`config.mk`:
```
export PLATFORM = sky130hd
export DESIGN_NAME = readout_hit_stream_deframer
export DESIGN_NICKNAME = d
export VERILOG_FILES = /design/src/hdl/rhsd_pkg.sv /design/src/hdl/readout_hit_stream_deframer.sv
export SDC_FILE = /design/constraint.sdc
export NUM_CORES = 2
export LEC_CHECK = 0
export BUFFER_PORTS_ARGS = -buffer_cell sky130_fd_sc_hd__buf_4
export CAP_MARGIN = 15
export CORE_MARGIN = 2
export CORE_UTILIZATION = 30
export CTS_CLUSTER_DIAMETER = 200
export DETAILED_ROUTE_END_ITERATION = 10
export HOLD_SLACK_MARGIN = 0.06
export MAX_ROUTING_LAYER = met4
export SLEW_MARGIN = 20
export SYNTH_ARGS = -nofsm -noshare
export SYNTH_HDL_FRONTEND = slang
export SYNTH_SLANG_ARGS = --single-unit
```
`constraint.sdc`:
```
create_clock -name clock -period 5.8 [get_ports clock]
set_input_delay 0.58 -clock clock [delete_from_list [all_inputs] [get_ports clock]]
set_output_delay 0.58 -clock clock [all_outputs]
set_load 0.01 [all_outputs]
```
`src/hdl/rhsd_pkg.sv`:
```
// Shared constants and types for the readout hit stream deframer.
package rhsd_pkg;

   localparam int COUNTER_WIDTH_DEF = 32;
   localparam int WORD_WIDTH        = 32;
   localparam int IDX_WIDTH         = 6;
   localparam int CHANNELS          = 1 << IDX_WIDTH;

   localparam logic [WORD_WIDTH-1:0] ROLLOVER_MARK = 32'h5c5c_5c5c;
   localparam logic [WORD_WIDTH-1:0] HEADER_MARK   = 32'h1c1c_1c1c;

   typedef enum logic [3:0] {
      PH_SEEK_ROLL = 4'b0001,
      PH_SEEK_HEAD = 4'b0010,
      PH_FRAME     = 4'b0100,
      PH_HITS      = 4'b1000
   } phase_type;

endpackage

```
`src/hdl/readout_hit_stream_deframer.sv`:
```
// Readout hit stream deframer: parses readout words into timestamped hits.
//
//   channel | direction | ports                                        | handshake
//   --------+-----------+----------------------------------------------+--------------
//   req     | in        | req_data_word, req_first_of_buffer           | req_valid / req_stall
//   rsp     | out       | rsp_hit_*, rsp_frame_value, rsp_rollover_value,
//           |           | rsp_channel_hits                             | rsp_valid / rsp_stall
//
// A word is taken in every cycle unless req_stall is raised. Each word passes
// through the input stage (where the per-channel counter memory is read), and
// a hit word then lands in the result register once that register is free.
// The single-port read of the counter memory plus a one-deep write bypass
// sets the pace of one word per cycle while the result is not stalled.
// Reset is synchronous; it clears the phase, the rollover count (to all ones),
// the frame number and the per-channel valid bits, so the counter table reads
// as zero without a clearing pass. A stalled result holds in the result
// register while a new word may still enter the empty input stage.
module readout_hit_stream_deframer #(
   parameter int COUNTER_WIDTH = rhsd_pkg::COUNTER_WIDTH_DEF
) (
   input  logic        clock,
   input  logic        reset,
   // request channel
   input  logic        req_valid,
   output logic        req_stall,
   input  logic [31:0] req_data_word,
   input  logic        req_first_of_buffer,
   // result channel
   output logic        rsp_valid,
   input  logic        rsp_stall,
   output logic [2:0]  rsp_hit_column,
   output logic [2:0]  rsp_hit_pixel,
   output logic [1:0]  rsp_hit_tdc,
   output logic [14:0] rsp_hit_coarse,
   output logic [8:0]  rsp_hit_fine,
   output logic [31:0] rsp_frame_value,
   output logic [31:0] rsp_rollover_value,
   output logic [31:0] rsp_channel_hits
);

   localparam int IDX_W = rhsd_pkg::IDX_WIDTH;
   localparam int CH_N  = rhsd_pkg::CHANNELS;
   localparam int CW    = COUNTER_WIDTH;

   // ---------------- input stage ----------------
   logic             s1_valid_ff;
   logic [31:0]      s1_word_ff;
   logic             s1_fob_ff;

   // counter memory read port, valid bit and write bypass captured with the word
   logic [CW-1:0]    cnt_mem [CH_N];
   logic [CW-1:0]    rd_mem_ff;
   logic             rd_vld_ff;
   logic             byp_ff;
   logic [CW-1:0]    byp_val_ff;
   logic [CH_N-1:0]  cnt_vld_ff;

   // ---------------- parse state ----------------
   rhsd_pkg::phase_type phase_ff, phase_in, cur_phase;
   logic [31:0]      roll_ff, roll_in;
   logic [31:0]      frame_ff, frame_in;

   // ---------------- result register ----------------
   logic             out_valid_ff;
   logic [2:0]       out_col_ff;
   logic [2:0]       out_pix_ff;
   logic [1:0]       out_tdc_ff;
   logic [14:0]      out_coarse_ff;
   logic [8:0]       out_fine_ff;
   logic [31:0]      out_frame_ff;
   logic [31:0]      out_roll_ff;
   logic [31:0]      out_hits_ff;

   logic             out_free;
   logic             s1_adv;
   logic             req_accept;
   logic             is_roll;
   logic             is_head;
   logic             is_hit;
   logic             wr_en;
   logic [IDX_W-1:0] s1_idx;
   logic [IDX_W-1:0] req_idx;
   logic [CW-1:0]    old_cnt;
   logic [CW-1:0]    new_cnt;
   logic [CW+31:0]   cnt_ext;

   // Handshake: the input stage drains whenever the result register is free.
   assign out_free   = !out_valid_ff || !rsp_stall;
   assign s1_adv     = s1_valid_ff && out_free;
   assign req_stall  = s1_valid_ff && !out_free;
   assign req_accept = req_valid && !req_stall;

   assign s1_idx  = s1_word_ff[31:26];
   assign req_idx = req_data_word[31:26];

   // Start of buffer forces the rollover search before the word is examined.
   assign cur_phase = s1_fob_ff ? rhsd_pkg::PH_SEEK_ROLL : phase_ff;
   assign is_roll   = (s1_word_ff == rhsd_pkg::ROLLOVER_MARK);
   assign is_head   = (s1_word_ff == rhsd_pkg::HEADER_MARK);

   // Phase sequencing: markers advance, the word after a header is the frame.
   always_comb begin
      phase_in = cur_phase;
      roll_in  = roll_ff;
      frame_in = frame_ff;
      is_hit   = 1'b0;
      unique case (cur_phase)
         rhsd_pkg::PH_SEEK_ROLL: begin
            if (is_roll) begin
               roll_in  = roll_ff + 32'd1;
               phase_in = rhsd_pkg::PH_SEEK_HEAD;
            end
         end
         rhsd_pkg::PH_SEEK_HEAD: begin
            if (is_head) begin
               phase_in = rhsd_pkg::PH_FRAME;
            end
         end
         rhsd_pkg::PH_FRAME: begin
            frame_in = s1_word_ff;
            phase_in = rhsd_pkg::PH_HITS;
         end
         rhsd_pkg::PH_HITS: begin
            // A rollover marker among hits closes the frame; anything else is a hit.
            if (is_roll) begin
               roll_in  = roll_ff + 32'd1;
               phase_in = rhsd_pkg::PH_SEEK_HEAD;
            end else begin
               is_hit = 1'b1;
            end
         end
         default: begin
            phase_in = rhsd_pkg::PH_SEEK_ROLL;
         end
      endcase
   end

   // Counter update: bypass wins over the memory, an unwritten entry reads zero.
   assign old_cnt = byp_ff ? byp_val_ff : (rd_vld_ff ? rd_mem_ff : '0);
   assign new_cnt = old_cnt + CW'(1);
   assign wr_en   = s1_adv && is_hit;
   assign cnt_ext = {32'd0, new_cnt};

   // Input stage control
   always_ff @(posedge clock) begin
      if (reset) begin
         s1_valid_ff <= 1'b0;
      end else if (req_accept) begin
         s1_valid_ff <= 1'b1;
      end else if (s1_adv) begin
         s1_valid_ff <= 1'b0;
      end
   end

   // Input stage payload plus the memory read for the incoming word
   always_ff @(posedge clock) begin
      if (req_accept) begin
         s1_word_ff <= req_data_word;
         s1_fob_ff  <= req_first_of_buffer;
         rd_mem_ff  <= cnt_mem[req_idx];
         rd_vld_ff  <= cnt_vld_ff[req_idx];
         // The word leaving this cycle may write the same channel.
         byp_ff     <= wr_en && (s1_idx == req_idx);
         byp_val_ff <= new_cnt;
      end
   end

   // Counter memory write port
   always_ff @(posedge clock) begin
      if (wr_en) begin
         cnt_mem[s1_idx] <= new_cnt;
      end
   end

   // Per-channel valid bits stand in for clearing the table
   always_ff @(posedge clock) begin
      if (reset) begin
         cnt_vld_ff <= '0;
      end else if (wr_en) begin
         cnt_vld_ff[s1_idx] <= 1'b1;
      end
   end

   // Parse state advances once per word leaving the input stage
   always_ff @(posedge clock) begin
      if (reset) begin
         phase_ff <= rhsd_pkg::PH_SEEK_ROLL;
         roll_ff  <= '1;
         frame_ff <= '0;
      end else if (s1_adv) begin
         phase_ff <= phase_in;
         roll_ff  <= roll_in;
         frame_ff <= frame_in;
      end
   end

   // Result register control
   always_ff @(posedge clock) begin
      if (reset) begin
         out_valid_ff <= 1'b0;
      end else if (out_free) begin
         out_valid_ff <= s1_adv && is_hit;
      end
   end

   // Result register payload: unpack the hit word
   always_ff @(posedge clock) begin
      if (wr_en) begin
         out_col_ff    <= s1_word_ff[31:29];
         out_pix_ff    <= s1_word_ff[28:26];
         out_tdc_ff    <= s1_word_ff[25:24];
         out_coarse_ff <= s1_word_ff[23:9];
         out_fine_ff   <= s1_word_ff[8:0];
         out_frame_ff  <= frame_ff;
         out_roll_ff   <= roll_ff;
         out_hits_ff   <= cnt_ext[31:0];
      end
   end

   assign rsp_valid          = out_valid_ff;
   assign rsp_hit_column     = out_col_ff;
   assign rsp_hit_pixel      = out_pix_ff;
   assign rsp_hit_tdc        = out_tdc_ff;
   assign rsp_hit_coarse     = out_coarse_ff;
   assign rsp_hit_fine       = out_fine_ff;
   assign rsp_frame_value    = out_frame_ff;
   assign rsp_rollover_value = out_roll_ff;
   assign rsp_channel_hits   = out_hits_ff;

endmodule

```
### After elaboration in Yosys (flattened, before gate mapping)

Memory sizes are Yosys's and may differ from the RTL's. A register that Yosys moved wholly into a read port is not among the register bits.
Cells that the tools add are included.

| operators by class | value |
|---|---|
| $add $sub $neg | 2 |
| $mul | 0 |
| divide/modulo/power cells | 0 |
| order comparisons | 3 |
| equality and inequality tests | 7 |
| shifts and indexed selects | 0 |
| multiplexer cells | 16 |
| bitwise gates (word level) | 1 |
| reduce and logical (&&, ||, !) cells | 15 |

Operator list:

| cell | number |
|---|---|
| adder 32 x 1 -> 32 bit, second input constant | 2 |
| 2-to-1 mux 32 bit | 2 |
| bitwise OR 64 bit | 1 |
| equality test 32 x 29 -> 1 bit, second input constant | 1 |
| equality test 32 x 31 -> 1 bit, second input constant | 1 |
| less-than comparator 6 x 7 -> 1 bit, second input constant | 2 |
| 2-to-1 mux 4 bit | 3 |
| one-hot mux 4 bit (3 select lines) | 1 |
| 2-to-1 mux 1 bit | 8 |
| binary-select mux 1 bit (select 6 bit) | 1 |
| demux 1 bit (select 6 bit) | 1 |
| equality test 6 bit | 1 |
| >= comparator 6 x 1 -> 1 bit, second input constant | 1 |
| logical AND 1 bit | 6 |
| equality test 4 x 1 -> 1 bit, second input constant | 1 |
| equality test 4 x 2 -> 1 bit, second input constant | 1 |
| equality test 4 x 3 -> 1 bit, second input constant | 1 |
| equality test 4 bit, second input constant | 1 |
| logical NOT 1 bit | 4 |
| AND reduction 3 bit | 1 |
| AND reduction 2 bit | 1 |
| nonzero test 2 bit | 1 |
| OR reduction 2 bit | 1 |
| logical OR 1 bit | 1 |

| word-level totals | value |
|---|---|
| flip-flop bits (word level) | 329 |
| latch bits | 0 |
| bits in writable memories | 2048 |
| ROM bits | 0 |
| word-level logic and storage cells | 64 |
| memories kept | 1 |

Memories:

| name | depth | width | rd ports | clocked after memory_dff | wr ports | RTL line | text |
|---|---|---|---|---|---|---|---|
| cnt_mem | 64 | 32 | 1 | 1 | 1 | readout_hit_stream_deframer.sv:51 | `logic [CW-1:0] cnt_mem [CH_N];` |

### Longest topological paths before layout

| logic depth | value |
|---|---|
| depth in word-level cells | 7 |
| mapped depth | 11 |
| mapped depth without buffers | 8 |

### Worst setup path after synthesis

Ideal clock, no wire load.

| timing path | value |
|---|---|
| kind | input -> register |
| from | input port rsp_stall |
| to | register byp_ff, enable pin |
| setup time | 569 ps |
| arrival | 5197 ps |
| slack | 35 ps |
| stages on the path | 2 |
| cells stage by stage | and3_1 > nor2b_1 |

| between the ends | value |
|---|---|
| cells in the longest elaborated chain, start to end | 6 |

RTL lines:

| element | RTL line | text |
|---|---|---|
| start: declaration | readout_hit_stream_deframer.sv:30 | `input logic rsp_stall,` |
| logical NOT 1 bit | readout_hit_stream_deframer.sv:88 | `assign out_free = !out_valid_ff \|\| !rsp_stall;` |
| logical OR 1 bit | readout_hit_stream_deframer.sv:88 |  |
| logical NOT 1 bit | readout_hit_stream_deframer.sv:90 | `assign req_stall = s1_valid_ff && !out_free;` |
| logical AND 1 bit | readout_hit_stream_deframer.sv:90 |  |
| logical NOT 1 bit | readout_hit_stream_deframer.sv:91 | `assign req_accept = req_valid && !req_stall;` |
| logical AND 1 bit | readout_hit_stream_deframer.sv:91 |  |
| net req_accept | readout_hit_stream_deframer.sv:76 | `logic req_accept;` |
| end signal: assignment | readout_hit_stream_deframer.sv:163 | `byp_ff <= wr_en && (s1_idx == req_idx);` |
| end: declaration | readout_hit_stream_deframer.sv:54 | `logic byp_ff;` |

The timed path passes the listed nets, and every way through them passes these cells.
A chain may end at the register's enable or synchronous reset.

### Worst setup path after layout

| timing path | value |
|---|---|
| from | register rd_vld_ff |
| to | memory cnt_mem[26][20] (netlist name) (data pin) |

| between the ends | value |
|---|---|
| cells in the longest elaborated chain, start to end | 3 |

RTL lines:

| element | RTL line | text |
|---|---|---|
| start: declaration | readout_hit_stream_deframer.sv:53 | `logic rd_vld_ff;` |
| start signal: assignment | readout_hit_stream_deframer.sv:161 | `rd_vld_ff <= cnt_vld_ff[req_idx];` |
| 2-to-1 mux 32 bit (2 in series) | readout_hit_stream_deframer.sv:139 | `assign old_cnt = byp_ff ? byp_val_ff : (rd_vld_ff ? rd_mem_ff : '0);` |
| adder 32 x 1 -> 32 bit | readout_hit_stream_deframer.sv:140 | `assign new_cnt = old_cnt + CW'(1);` |
| net new_cnt[20] | readout_hit_stream_deframer.sv:84 | `logic [CW-1:0] new_cnt;` |
| end: declaration | readout_hit_stream_deframer.sv:51 |  |

The timed path passes the listed nets, and every way through them passes these cells.

==> results.md <==
- Outcome: finished, final reports clean
- Sink Count: 2,409
- Net Sw Frac: between 20% and 30%
- Area of the die: between 0.3 and 0.4 mm2
- Register share of total power: between 50% and 60%
- FFs w/ async S/R, synth: 0%
- Synth Flop Type: edfxtp_1
- Die width: roughly 550 um
- Routed WL: 242 mm
- Synth-to-layout area growth: 17.2%
- Worst EP required: between 6 and 7 ns
- Layout cells sized above 1: approximately 28%
- Crit path arrival time: around 5.4 ns
- Clk pwr share: ~40%
- Synthesized area: 0.0910 mm2
- Post-synthesis register bit count: 2,409
- Number of gates resized after CTS: 0
- Synth Area in XOR/XNOR: less than 1%
- Compound-Gate Fraction of Synth Area: 3.14%
- Clk_lat worst skew: around 0.89 ns
- DRC: 0
- Clock Tree Root: clkbuf_16
- I/O Buffers: around 170
- Peak VDD IR: approximately 270 uV
- Rows: just over 200
- CTS HTree Levels: 4
- Synth area leader: edfxtp_1
- Lkg Pwr: 33.2 nW
- Critical Path Max Stage Delay: between 0.9 and 1 ns
- Worst rel slew slack: 18.6%
- Switching power total: around 8.1 mW
- Clk pin slew, worst setup/hold paths: approximately 0.06 ns
- Max Cap Viol: 0
- Clk_skew: between 0.05 and 0.06 ns
- GRT Total Usage: 15.9%
- Final Core Density: approximately a third
- Vias/cell: 5.16
- Crit-path most repeated cell: buf_4
- Grt ovf: 0
- CTS Buf Count: ~220
- Synth Instances: approximately 4,300
- Post-CTS Repair Setup Buffers: 0
- DR WL/cell: between 20 and 30 um
- Cells after DPL: around 8,400
- Boundary Pins: roughly 170
- Vias in the first global route: 45,700
- Synth area leaders: edfxtp_1 (75%), mux4_2 (13%), dfxtp_1 (2.9%)
- Initial Utilization: around 30%
- CTS tree: yes
- PwrDens: 343 mW/mm2
- Combinational share of power: under 10%
- Most common cell after layout, fill and taps aside: edfxtp_1
- Post-layout minimum cycle time: 4.79 ns
- Max Transition Viols Final: 0
- EDFF count, synth: between 2,000 and 2,500
- Post-synthesis mux area share: ~14%
- Final GP Congestion: around 0.90
- Largest family of logic cells by synthesized area: multiplexers
- Routed Antenna Nets: 0
- Nets@finish: 4,691
- Antenna violations before repair: 11
- Class of the worst hold path: in2reg
- First-pass GRT wire length: around 340 mm
- Max clock buf depth: 3
- Vias: 45,500
- Syn nets: around 4,300
- Detailed Route Iter0 Violations: 5,842
- First-pass iteration count of the detailed router: 6
- Die Ht: about 550 um
- Worst Tran Pin Value: 1.22 ns
- Critical path's slowest cell: edfxtp_1
- RSZ-0062 raised after global routing: no
- Final Instance Count excl. Fillers: a little under 9,000
- Most frequent cells in the layout: edfxtp_1 (2,275), mux4_2 (539), buf_4 (318), clkbuf_16 (225), o22ai_1 (144)
- Setup tns final: 0 ns
- # setup viols final: 0
- Share of the synthesized area in the top cell type: 75.1%
- Cell Area, Placed: around 0.099 mm2
- Fin. Hold Viols: 0
- Largest net degree at the start of global routing: ~120
- F_max: approximately 0.21 GHz
- CP max FO: 66
- Hpwl dp: between 100 and 150 mm
- Cell Int Power: ~28 mW
- Critical setup path kind: reg2reg
- Core area: 0.302 mm2
- Synth Area in Simple Gates: between 3 and 4%
- CP Launch Type: flip-flop
- Seq/Total Area, Yosys: between 70% and 80%
- Tcrit/Tclk final: 82.6%
- Critical Path Sink Type: flip-flop
- Synth Area in Adders: less than 1%
- Final instance area: 0.107 mm2
- Synth cell types: 70
- Warnings, synthesis: 0
- Worst-path cell chain: nor2b_1, buf_4, a22o_1, ha_2, inv_1, a221oi_1, nand4_2, a21oi_1, xor2_4, buf_4
- Syn Area/Cell: 21.2 um2
[cells by family after synthesis]
kind of cell	count (synthesis)
DFF	2409
muxes	616
and+or+nand+nor	550
AOI/OAI and AO/OA	429
buffers and inverters	246
xor gates and xnor gates	36
adders and majority gates	2
[critical path: cells and delay by family (launching register included)]
kind / cells / cell delay [ns]
AO/OA/AOI/OAI: 3 / 1.40
XOR/XNOR: 1 / 0.16
adder cells (fa/ha/maj): 1 / 0.17
buffers and inverters: 3 / 0.90
flip-flops: 1 / 0.97
AND/OR/NAND/NOR: 2 / 0.79
[routing by layer]
| metal | vias to the layer above | track usage (%) | share of wire [%] |
|---|---|---|---|
| li1 | 18700 | - | - |
| met1 | 24400 | 20.6 | 41 |
| met2 | 2069 | 25.0 | 48 |
| met3 | 347 | 2.96 | 7.9 |
| met4 | 0 | 5.31 | 3.4 |
| met5 | - | - | 0 |
[final cells by class]
type	instances	area, um2
multi-input cells	1633	19900
clock inverters	150	1720
fillers	27700	196000
diodes	4	10.0
clock buffers	267	5830
repair buffers	374	3210
inverters	10	42.5
well taps	3978	4980
flip-flops and latches	2409	71000
[Yosys cell counts, types with 15 or more instances]
master and count:
a21oi_1 83, xnor2_1 24, o21ai_0 30, a22oi_1 15, o22ai_1 144, clkbuf_1 127, o221ai_1 24, mux2i_1 75
nor4_1 35, buf_2 75, o22a_1 24, edfxtp_1 2275, nor2b_1 36, nor2_1 148, nand2_1 133, nor3_1 46
dfxtp_1 134, o21a_1 65, buf_1 22, nand3_1 48, mux4_2 539
[worst paths after layout]
path	from	endpoint	slack, ns	cells after the start
max	rd_vld_ff$_DFFE_PP_	cnt_mem[26][20]$_DFFE_PP_	1.01	10
min	req_data_word[30]	s1_word_ff[30]$_DFFE_PP_	0.27	1
max reg2reg	rd_vld_ff$_DFFE_PP_	cnt_mem[26][20]$_DFFE_PP_	1.01	10
min reg2reg	frame_ff[14]$_SDFFE_PP0P_	rsp_frame_value[14]$_DFFE_PP_	0.42	0
[timing repair]
action | CTS | global route
hold buffers | 29 | 0
setup endpoints to repair | 0 | 0
endpoints found under the hold margin | 29 | 0
[through the flow]
stage | hold WS, ns | setup slack [ns] | power [mW]
5_1_grt | 0.218 | 0.850 | 37.6
6_report | 0.268 | 1.01 | 36.5
2_1_floorplan | 0.408 | 0.0347 | 21.0
4_1_cts | 0.205 | 1.13 | 36.8
3_5_place_dp | 0.413 | 1.20 | 22.0
3_3_place_gp | 0.412 | 1.21 | 21.9
[power by group through the flow]
| stage | clock (mW) | combinational, mW | sequential [mW] |
|---|---|---|---|
| finish | 14.9 | 2.12 | 19.5 |
| global route | 15.9 | 2.23 | 19.5 |
| CTS | 15.2 | 2.13 | 19.5 |
| floorplan | 0 | 1.10 | 19.9 |
| global placement | 0 | 2.05 | 19.9 |
| detailed placement | 0 | 2.11 | 19.9 |
[flip-flops by register name, summed over array words and instances (netlist names)]
signal and cells:
s1_fob_ff 1, frame_ff 32, rd_mem_ff 32, rsp_hit_coarse 15, rsp_hit_pixel 3, phase_ff 4, rsp_valid 1, rsp_hit_column 3
rsp_frame_value 32, s1_word_ff 32, roll_ff 32, rsp_rollover_value 32, cnt_vld_ff 64, byp_ff 1, cnt_mem 2048, rsp_hit_fine 9
rd_vld_ff 1, rsp_hit_tdc 2, s1_valid_ff 1, byp_val_ff 32, rsp_channel_hits 32
No activity file was read; power rests on OpenSTA's default activity.
